===== src/sv/csramp_pkg.sv =====
// csramp_pkg: types, constants and codes shared by the current setpoint ramp
// depends on nothing; imported by every module of the block
`default_nettype none

package csramp_pkg;

    localparam int CURRENT_BITS    = 12;
    localparam int DEFAULT_CURRENT = 100;
    localparam int STEP_BITS       = 10;
    localparam int DELAY_BITS      = 16;
    localparam int WAIT_BITS       = DELAY_BITS + 1;
    localparam int CFG_IDX_BITS    = 1;
    localparam int CFG_DATA_BITS   = DELAY_BITS;

    typedef logic [CURRENT_BITS-1:0] t_cur;

    typedef enum logic [1:0] {
        CMD_TICK    = 2'd0,
        CMD_RX_REQ  = 2'd1,
        CMD_CHG_REQ = 2'd2
    } t_cmd;

    typedef enum logic [CFG_IDX_BITS-1:0] {
        CFG_STEP  = 1'b0,
        CFG_DELAY = 1'b1
    } t_cfg_idx;

    typedef struct packed {
        logic [1:0] cmd;
        t_cur       target_ma;
        t_cur       rx_limit_ma;
    } t_in_item;

    typedef struct packed {
        logic write_valid;
        t_cur write_ma;
        t_cur present_ma;
        logic busy_res;
    } t_out_item;

    typedef struct packed {
        logic [STEP_BITS-1:0]  step_ma;
        logic [DELAY_BITS-1:0] delay_ticks;
    } t_cfg;

    typedef struct packed {
        t_cur                 present;
        t_cur                 charger_limit;
        t_cur                 ramp_target;
        t_cur                 next_write;
        logic [WAIT_BITS-1:0] wait_count;
        logic                 active;
    } t_state;

    localparam t_state STATE_RESET = '{
        present:       CURRENT_BITS'(DEFAULT_CURRENT),
        charger_limit: '0,
        ramp_target:   '0,
        next_write:    '0,
        wait_count:    '0,
        active:        1'b0
    };

endpackage

`default_nettype wire


===== src/sv/csramp_cfg.sv =====
// csramp_cfg: step and delay configuration registers
// depends on csramp_pkg
`default_nettype none

module csramp_cfg (
    input  wire                                 i_clk,
    input  wire                                 i_rst_n,
    input  wire                                 i_cfg_valid,
    output logic                                o_cfg_ready,
    input  wire  [csramp_pkg::CFG_IDX_BITS-1:0]  i_cfg_index,
    input  wire  [csramp_pkg::CFG_DATA_BITS-1:0] i_cfg_data,
    output csramp_pkg::t_cfg                    o_cfg
);
    import csramp_pkg::*;

    logic [STEP_BITS-1:0]  r_step;
    logic [DELAY_BITS-1:0] r_delay;

    assign o_cfg_ready = 1'b1;

    always_ff @(posedge i_clk) begin
        if (!i_rst_n) begin
            r_step  <= '0;
            r_delay <= '0;
        end else if (i_cfg_valid) begin
            case (t_cfg_idx'(i_cfg_index))
                CFG_STEP:  r_step  <= i_cfg_data[STEP_BITS-1:0];
                CFG_DELAY: r_delay <= i_cfg_data[DELAY_BITS-1:0];
                default: ;
            endcase
        end
    end

    assign o_cfg.step_ma     = r_step;
    assign o_cfg.delay_ticks = r_delay;

endmodule

`default_nettype wire


===== src/sv/csramp_step.sv =====
// csramp_step: single-pass next-state and result logic for one item
// depends on csramp_pkg
`default_nettype none

module csramp_step (
    input  csramp_pkg::t_in_item  i_item,
    input  csramp_pkg::t_cfg      i_cfg,
    input  csramp_pkg::t_state    i_state,
    output csramp_pkg::t_state    o_state,
    output csramp_pkg::t_out_item o_result
);
    import csramp_pkg::*;

    t_cur                 req_t;
    logic                 is_req;
    logic                 req_ok;
    logic                 do_wr;
    t_cur                 wr_w;
    t_cur                 wr_t;
    t_cur                 up_diff;
    t_cur                 dn_diff;
    t_cur                 step_ext;
    logic                 cfg_off;
    t_state               s;

    assign step_ext = CURRENT_BITS'(i_cfg.step_ma);
    assign cfg_off  = (i_cfg.step_ma == '0) || (i_cfg.delay_ticks == '0);

    always_comb begin
        s       = i_state;
        is_req  = 1'b0;
        req_t   = '0;
        do_wr   = 1'b0;
        wr_w    = i_state.next_write;
        wr_t    = i_state.ramp_target;

        case (t_cmd'(i_item.cmd))
            CMD_RX_REQ: begin
                is_req = 1'b1;
                // clamp to charger limit only when one is stored
                if (i_state.charger_limit != '0 &&
                        i_item.target_ma > i_state.charger_limit) begin
                    req_t = i_state.charger_limit;
                end else begin
                    req_t = i_item.target_ma;
                end
            end
            CMD_CHG_REQ: begin
                is_req          = 1'b1;
                s.charger_limit = i_item.target_ma;
                req_t = (i_item.target_ma < i_item.rx_limit_ma) ?
                        i_item.target_ma : i_item.rx_limit_ma;
            end
            default: begin
                if (i_state.active) begin
                    if (i_state.wait_count > WAIT_BITS'(1)) begin
                        s.wait_count = i_state.wait_count - WAIT_BITS'(1);
                    end else begin
                        s.wait_count = '0;
                        do_wr        = 1'b1;
                    end
                end
            end
        endcase

        req_ok = is_req && (req_t != '0) && !cfg_off;
        if (req_ok) begin
            s.ramp_target = req_t;
            s.next_write  = i_state.present;
            if (i_state.active) begin
                // restart with a pre-wait of twice the delay
                s.wait_count = {i_cfg.delay_ticks, 1'b0};
            end else begin
                s.active = 1'b1;
                do_wr    = 1'b1;
                wr_w     = i_state.present;
                wr_t     = req_t;
            end
        end

        up_diff = wr_t - wr_w;
        dn_diff = wr_w - wr_t;
        if (do_wr) begin
            s.present = wr_w;
            if (wr_w == wr_t) begin
                s.active     = 1'b0;
                s.wait_count = '0;
                s.next_write = wr_w;
            end else begin
                if (cfg_off) begin
                    s.next_write = wr_t;
                end else if (wr_t > wr_w) begin
                    s.next_write = (up_diff > step_ext) ? wr_w + step_ext : wr_t;
                end else begin
                    s.next_write = (dn_diff > step_ext) ? wr_w - step_ext : wr_t;
                end
                s.wait_count = WAIT_BITS'(i_cfg.delay_ticks);
            end
        end

        o_state              = s;
        o_result.write_valid = do_wr;
        o_result.write_ma    = do_wr ? wr_w : '0;
        o_result.present_ma  = s.present;
        o_result.busy_res    = s.active;
    end

endmodule

`default_nettype wire


===== src/sv/current_setpoint_ramp.sv =====
// Slew-rate limited input-current setpoint ramp. Each accepted item (a tick,
// a receiver request or a charger request) yields exactly one result item via
// the input register and then the result register; an item can be accepted
// in every cycle unless the output side is stalled, the rate being set by one
// pass of the step logic between the input register and the result register,
// with the ramp state updated as each item passes. Configuration writes are
// taken in any cycle and should only be issued while the block is idle.
// depends on csramp_pkg, csramp_cfg, csramp_step
`default_nettype none

module current_setpoint_ramp (
    input  wire                                 i_clk,
    input  wire                                 i_rst_n,
    input  wire                                 i_in_valid,
    output logic                                o_in_ready,
    input  csramp_pkg::t_in_item                i_in_data,
    output logic                                o_out_valid,
    input  wire                                 i_out_ready,
    output csramp_pkg::t_out_item               o_out_data,
    input  wire                                 i_cfg_valid,
    output logic                                o_cfg_ready,
    input  wire  [csramp_pkg::CFG_IDX_BITS-1:0]  i_cfg_index,
    input  wire  [csramp_pkg::CFG_DATA_BITS-1:0] i_cfg_data
);
    import csramp_pkg::*;

    t_cfg      cfg;
    logic      r_in_valid;
    t_in_item  r_in_item;
    logic      r_out_valid;
    t_out_item r_out_item;
    t_state    r_state;
    t_state    n_state;
    t_out_item n_out_item;
    logic      advance;

    csramp_cfg u_cfg (
        .i_clk       (i_clk),
        .i_rst_n     (i_rst_n),
        .i_cfg_valid (i_cfg_valid),
        .o_cfg_ready (o_cfg_ready),
        .i_cfg_index (i_cfg_index),
        .i_cfg_data  (i_cfg_data),
        .o_cfg       (cfg)
    );

    csramp_step u_step (
        .i_item   (r_in_item),
        .i_cfg    (cfg),
        .i_state  (r_state),
        .o_state  (n_state),
        .o_result (n_out_item)
    );

    // item moves from input register to result register
    assign advance    = r_in_valid && (!r_out_valid || i_out_ready);
    assign o_in_ready = !r_in_valid || advance;

    always_ff @(posedge i_clk) begin
        if (!i_rst_n) begin
            r_in_valid  <= 1'b0;
            r_out_valid <= 1'b0;
            r_state     <= STATE_RESET;
        end else begin
            if (o_in_ready) begin
                r_in_valid <= i_in_valid;
            end
            if (advance) begin
                r_out_valid <= 1'b1;
                r_state     <= n_state;
            end else if (i_out_ready) begin
                r_out_valid <= 1'b0;
            end
        end
    end

    always_ff @(posedge i_clk) begin
        if (o_in_ready && i_in_valid) begin
            r_in_item <= i_in_data;
        end
        if (advance) begin
            r_out_item <= n_out_item;
        end
    end

    assign o_out_valid = r_out_valid;
    assign o_out_data  = r_out_item;

endmodule

`default_nettype wire

===== config.mk =====
export PLATFORM = sky130hd
export DESIGN_NAME = current_setpoint_ramp
export DESIGN_NICKNAME = d
export VERILOG_FILES = /design/src/sv/csramp_pkg.sv /design/src/sv/csramp_cfg.sv /design/src/sv/csramp_step.sv /design/src/sv/current_setpoint_ramp.sv
export SDC_FILE = /design/constraint.sdc
export NUM_CORES = 1
export LEC_CHECK = 0
export ABC_AREA = 0
export BUFFER_PORTS_ARGS = -buffer_cell sky130_fd_sc_hd__buf_2
export CAP_MARGIN = 20
export CORE_ASPECT_RATIO = 2
export CORE_MARGIN = 3
export CORE_UTILIZATION = 36
export DETAILED_ROUTE_END_ITERATION = 10
export GPL_ROUTABILITY_DRIVEN = 0
export HOLD_SLACK_MARGIN = 0.02
export PLACE_DENSITY = 0.5
export SYNTH_ARGS = -nofsm -noshare
export SYNTH_HDL_FRONTEND = slang
export SYNTH_SLANG_ARGS = --single-unit
export TNS_END_PERCENT = 5

===== constraint.sdc =====
create_clock -name i_clk -period 6.02 [get_ports i_clk]
set_clock_uncertainty 0.1 [all_clocks]
set_input_delay 0.903 -clock i_clk [delete_from_list [all_inputs] [get_ports i_clk]]
set_output_delay 0.903 -clock i_clk [all_outputs]
set_load 0.05 [all_outputs]

==> metrics.cfg, run 1 <==
[status]
outcome=complete, but fails checks
failed_checks=negative setup slack

[worst_setup_path]
required_ns=6.25
criticalPathCategory=reg2reg
path_max_fanout=8
worstReg2RegStart=r_in_item[21]$_DFFE_PP_
r2r_cells=33
r2r_end=r_state[27]$_SDFFE_PN0P_
path_buf_inv=7
cpMaxStageDelayCell=edfxtp_1
crit_family=compound AO/OA/AOI/OAI gates
crit_path_end_kind=flop
arrival_ns=6.81
critPathMaxStageDelay_ns=0.44
startpoint_type=flop
critPathMostFrequentCell=a21oi_2
r2r_slack_ns=-0.57

[drt]
wl_um=37300
ant_nets=0
viasPerCell=5.55
post_drt_wl_per_cell_um=20.2
route.detailed.drc=0
drtPass1Iterations=5
vias=10231
dr.first_iter.drc_count=587

[timing]
max_slew.worst_pin.slew_ns=0.956
final.min_clock_period_ns=6.59
clock.fmax_mhz=152
maxSlewViolCount=0
layout_setup_ws_ns=-0.566
rsz0062_at_grt=true
hold_viol=0
setup_violations=12
fin_crit_sh=1.09
maxSlewHeadroom=0.360

[cts]
cts_tree=yes
path_clk_slew_ns=0.07
root_buffer=clkbuf_16
h-tree-depth=4
cts-buffers-inserted=17
clkLatencyLatePin_ns=0.45
cts.sinks=146
cts.path.max_buffers=2

[power]
powerDensity_nw_per_um2=296
finalPower_w=0.00399
p_leak_nw=5.57
vdd_ir_drop_max_v=0.000239

[global_route]
grt_pass1_vias=10370
grt_pass1_wl_um=57400
grt_max_degree=68
globalRouteTotalUtil=0.240
overflow=0
antenna_found_initial=0

[finish]
multiInputGateArea_um2=6670
fin_nets=1617
drive_gt1_frac=0.267
regArea_um2=3440
postLayoutCellArea_um2=13500
stdcell_count=1845
synthToLayoutAreaGrowth_pct=29.9
final.fill_count=2845
antennaDiodeCount=0

[hold_path]
hp-start=r_state[39]$_SDFFE_PN0P_
worstHoldPathCells=2
min_path_type=reg2reg
min_to=r_state[39]$_SDFFE_PN0P_

[synth]
seq_area_frac_synth=0.331
synth-main-ff-cell=dfxtp_1
async_reset_ff_frac=0
syn_avg_cell_area_um2=8.28
synth_cell_types=87
yosysWarnings=0
synth_edf_count=52
synth_seq_cells=146
netlist_area_um2=10400
synth_fp_nets=1395
synthCells=1254

[die]
die_w_um=126
core_area_um2=28300
die_area_um2=31100
die_h_um=246
initial_core_util=0.367
io_pins=77
floorplan.rows=87

[placed_design]
dpl-instance-area_um2=12400
hpwl_um=29300
portBuffers=75
dpl.cell_count=1796

[run]
cap_viol_max_count=0

-- repair_timing --
| action | in CTS | in global routing |
|---|---|---|
| endpoints found under the setup margin | 12 | 12 |
| cloned | 0 | 1 |
| pin swaps | 8 | 31 |
| resized for setup | 11 | 46 |
| setup buffers | 3 | 11 |
| hold buffers | 0 | 0 |
-- metal layers --
metal,up-vias,track usage,wire length [um]
li1,4970,-,-
met1,4836,0.227,12600
met2,305,0.463,20600
met3,120,0.0306,1140
met4,0,0.170,2980
met5,-,0,0
-- power breakdown --
part / switching [W] / internal (W) / leakage, nW
clock: 0.000475 / 0.000606 / 0.287
sequential: 0.0000348 / 0.00107 / 1.26
combinational: 0.000966 / 0.000841 / 4.02
total: 0.00148 / 0.00252 / 5.57
-- synthesized netlist by cell type, types with 17 or more instances --
master	n	area share
dfxtp_1	94	0.18
nand3_1	21	0.010
nor2b_1	25	0.015
o21ai_0	59	0.028
edfxtp_1	52	0.15
mux2i_1	35	0.034
nor2_1	71	0.026
a21oi_1	143	0.069
inv_1	88	0.032
o22ai_1	18	0.011
clkbuf_1	40	0.014
a221oi_1	17	0.014
buf_2	21	0.010
nand2_1	178	0.064
ha_1	89	0.11
xnor2_1	19	0.016
nor3_1	22	0.011
-- worst reg2reg max path, delay by kind of cell, from the launching register on --
kind | cells | cell delay, ns
AO/OA/AOI/OAI | 16 | 3.08
buffers and inverters | 7 | 0.93
AND/OR/NAND/NOR | 5 | 0.86
adder cells (fa/ha/maj) | 3 | 0.71
flip-flops | 1 | 0.44
multiplexers | 1 | 0.26
XOR/XNOR | 1 | 0.08
-- metrics by stage --
step,setup TNS [ns],util,setup WS [ns],hold slack [ns]
after global routing,-8.48,0.477,-0.809,0.378
after detailed placement,-6.26,0.439,-0.711,0.349
final,-5.42,0.477,-0.566,0.355
after floorplan,-1.17,-,-0.136,0.334
after CTS,-4.57,0.462,-0.484,0.357
after global placement,-6.18,0.439,-0.714,0.340
-- layout make-up --
type,count,area share
Multi-Input combinational cell,948,0.494
Sequential cell,146,0.255
Timing Repair Buffer,273,0.148
Clock buffer,18,0.0334
Tap cell,356,0.0330
Inverter,90,0.0252
Clock inverter,14,0.0108
-- worst max-delay path by stage --
stage                                  from                       end  slack, ns  depth (start not counted)
floorplan           r_in_item[19]$_DFFE_PP_  r_state[20]$_SDFFE_PN0P_      -0.14                         31
global placement    r_in_item[22]$_DFFE_PP_  r_state[20]$_SDFFE_PN0P_      -0.71                         29
CTS                 r_in_item[18]$_DFFE_PP_  r_state[20]$_SDFFE_PN0P_      -0.48                         29
finish              r_in_item[21]$_DFFE_PP_  r_state[27]$_SDFFE_PN0P_      -0.57                         33
detailed placement  r_in_item[19]$_DFFE_PP_  r_state[20]$_SDFFE_PN0P_      -0.71                         29
global route        r_in_item[20]$_DFFE_PP_  r_state[23]$_SDFFE_PN0P_      -0.81                         35
-- cells in the final DEF (no fill, tap or decap), drive strengths merged, types with 21 or more instances in the layout --
cell    count
a21oi     145
buf       272
dfxtp      94
edfxtp     52
ha         89
inv        96
mux2i      37
nand2     178
nand3      21
nor2       76
nor2b      25
nor3       22
o21ai      65
-- cell families (layout without fill, tap and decap cells) --
family / Yosys count / after routing / share of synthesized area
AND/OR/NAND/NOR: 400 / 400 / 0.182
AO/OA/AOI/OAI: 374 / 374 / 0.232
buffers and inverters: 160 / 395 / 0.0636
flip-flops: 146 / 146 / 0.331
adder cells (fa/ha/maj): 93 / 93 / 0.115
multiplexers: 47 / 47 / 0.0481
XOR/XNOR: 33 / 33 / 0.0278
other: 1 / 1 / 0.000361
Power figures use the tool's default switching activity.
==> inputs of run 2 (changes only) <==
--- a/config.mk
+++ b/config.mk
@@ -9,12 +9,12 @@
 export BUFFER_PORTS_ARGS = -buffer_cell sky130_fd_sc_hd__buf_2
 export CAP_MARGIN = 20
 export CORE_ASPECT_RATIO = 2
-export CORE_MARGIN = 3
 export CORE_UTILIZATION = 36
 export DETAILED_ROUTE_END_ITERATION = 10
 export GPL_ROUTABILITY_DRIVEN = 0
 export HOLD_SLACK_MARGIN = 0.02
 export PLACE_DENSITY = 0.5
+export SKIP_CTS_REPAIR_TIMING = 1
 export SYNTH_ARGS = -nofsm -noshare
 export SYNTH_HDL_FRONTEND = slang
 export SYNTH_SLANG_ARGS = --single-unit
==> metrics.cfg, run 2 (synthesis gave the netlist of run 1 again) <==
[timing]
maxSlewHeadroom=0.313
maxSlewViolCount=0
final.min_clock_period_ns=6.54
hold_viol=0
max_slew.worst_pin.slew_ns=1.03
setup_violations=12
clock.fmax_mhz=153
layout_setup_ws_ns=-0.524
fin_crit_sh=1.09
rsz0062_at_grt=true

[finish]
final.fill_count=2858
stdcell_count=1841
multiInputGateArea_um2=6760
final_cell_mix=177 x nand2_1, 177 x buf_4, 134 x a21oi_1
fin_nets=1613
drive_gt1_frac=0.269
postLayoutCellArea_um2=13500
synthToLayoutAreaGrowth_pct=30.4
regArea_um2=3440
antennaDiodeCount=0

[drt]
vias=10240
ant_nets=0
drtPass1Iterations=7
viasPerCell=5.56
wl_um=38400
route.detailed.drc=0
post_drt_wl_per_cell_um=20.9
dr.first_iter.drc_count=495

[global_route]
grt_max_degree=68
use_met3=0.0428
grtUsageMet1=0.246
gr-usage-met2=0.488
grt.busiest_layer=met2
grt_pass1_vias=10197
grt_pass1_wl_um=57200
globalRouteTotalUtil=0.263
antenna_found_initial=0
overflow=0

[worst_setup_path]
startpoint_type=flop
criticalPathCategory=reg2reg
critPathMaxStageDelay_ns=0.52
arrival_ns=6.77
path_max_fanout=7
cpMaxStageDelayCell=or4_1
crit_path_end_kind=flop
critPathLaunch=r_in_item[19]$_DFFE_PP_
critPathMostFrequentCell=a21oi_2
worstReg2RegStart=r_in_item[19]$_DFFE_PP_
required_ns=6.25

[die]
initial_core_util=0.367
die_w_um=122
floorplan.rows=87
core_area_um2=28300
io_pins=77
die_area_um2=29600
die_h_um=242

[cts]
root_buffer=clkbuf_16
cts.sinks=146
h-tree-depth=4
cts_tree=yes
clkLatencyLatePin_ns=0.45
cts-buffers-inserted=17
path_clk_slew_ns=0.07
cts.path.max_buffers=2

[status]
outcome=complete, but fails checks
failed_checks=negative setup slack

[power]
powerDensity_nw_per_um2=295
vdd_ir_drop_max_v=0.000235
p_leak_nw=5.56

[run]
cap_viol_max_count=0

[placed_design]
dpl-instance-area_um2=12400
pre_cts_ws_ns=-0.628
portBuffers=75
dpl.cell_count=1791
hpwl_um=29700

[hold_path]
hp-start=r_state[38]$_SDFFE_PN0P_
min_path_type=reg2reg

## run 2: final timing paths
path / endpoint / slack, ns / cells after the start
max: r_state[27]$_SDFFE_PN0P_ / -0.52 / 31
min: r_state[38]$_SDFFE_PN0P_ / 0.36 / 2
max reg2reg: r_state[27]$_SDFFE_PN0P_ / -0.52 / 31
min reg2reg: r_state[38]$_SDFFE_PN0P_ / 0.36 / 2
## run 2: per-layer routing
| layer | up-vias | wire length [um] |
|---|---|---|
| met1 | 4869 | 12900 |
| li1 | 4951 | - |
| met3 | 127 | 1350 |
| met2 | 293 | 21000 |
| met5 | - | 0 |
| met4 | 0 | 3230 |
## run 2: area by class of cell
class | count | area share
Clock buffer | 18 | 0.0317
Clock inverter | 14 | 0.0105
Inverter | 90 | 0.0251
Multi-Input combinational cell | 948 | 0.499
Sequential cell | 146 | 0.254
Tap cell | 356 | 0.0329
Timing Repair Buffer | 269 | 0.146
## run 2: worst max-delay path: cells and delay by family (launching register included)
kind / cells / cell delay [ns]
simple gates: 6 / 1.19
flops: 1 / 0.48
mux: 1 / 0.25
fa+ha+maj: 3 / 0.86
buf+inv: 7 / 1.05
xor+xnor: 1 / 0.09
compound gates: 13 / 2.39
## run 2: metrics by stage
step           hold WS, ns  setup TNS [ns]   util  total power, W
2_1_floorplan        0.334           -1.17      -         0.00215
3_3_place_gp         0.341           -5.74  0.438         0.00272
3_5_place_dp         0.347           -6.20  0.439         0.00274
4_1_cts              0.356           -6.49  0.459         0.00380
5_1_grt              0.378           -8.11  0.479         0.00421
6_report             0.358           -5.17  0.479         0.00400
## run 2: where the power goes
| group | total (W) | internal (W) | switching [W] | leakage, nW |
|---|---|---|---|---|
| logic | 0.00184 | 0.000830 | 0.00101 | 4.02 |
| registers | 0.00110 | 0.00107 | 0.0000346 | 1.26 |
| clock network | 0.00105 | 0.000581 | 0.000472 | 0.281 |
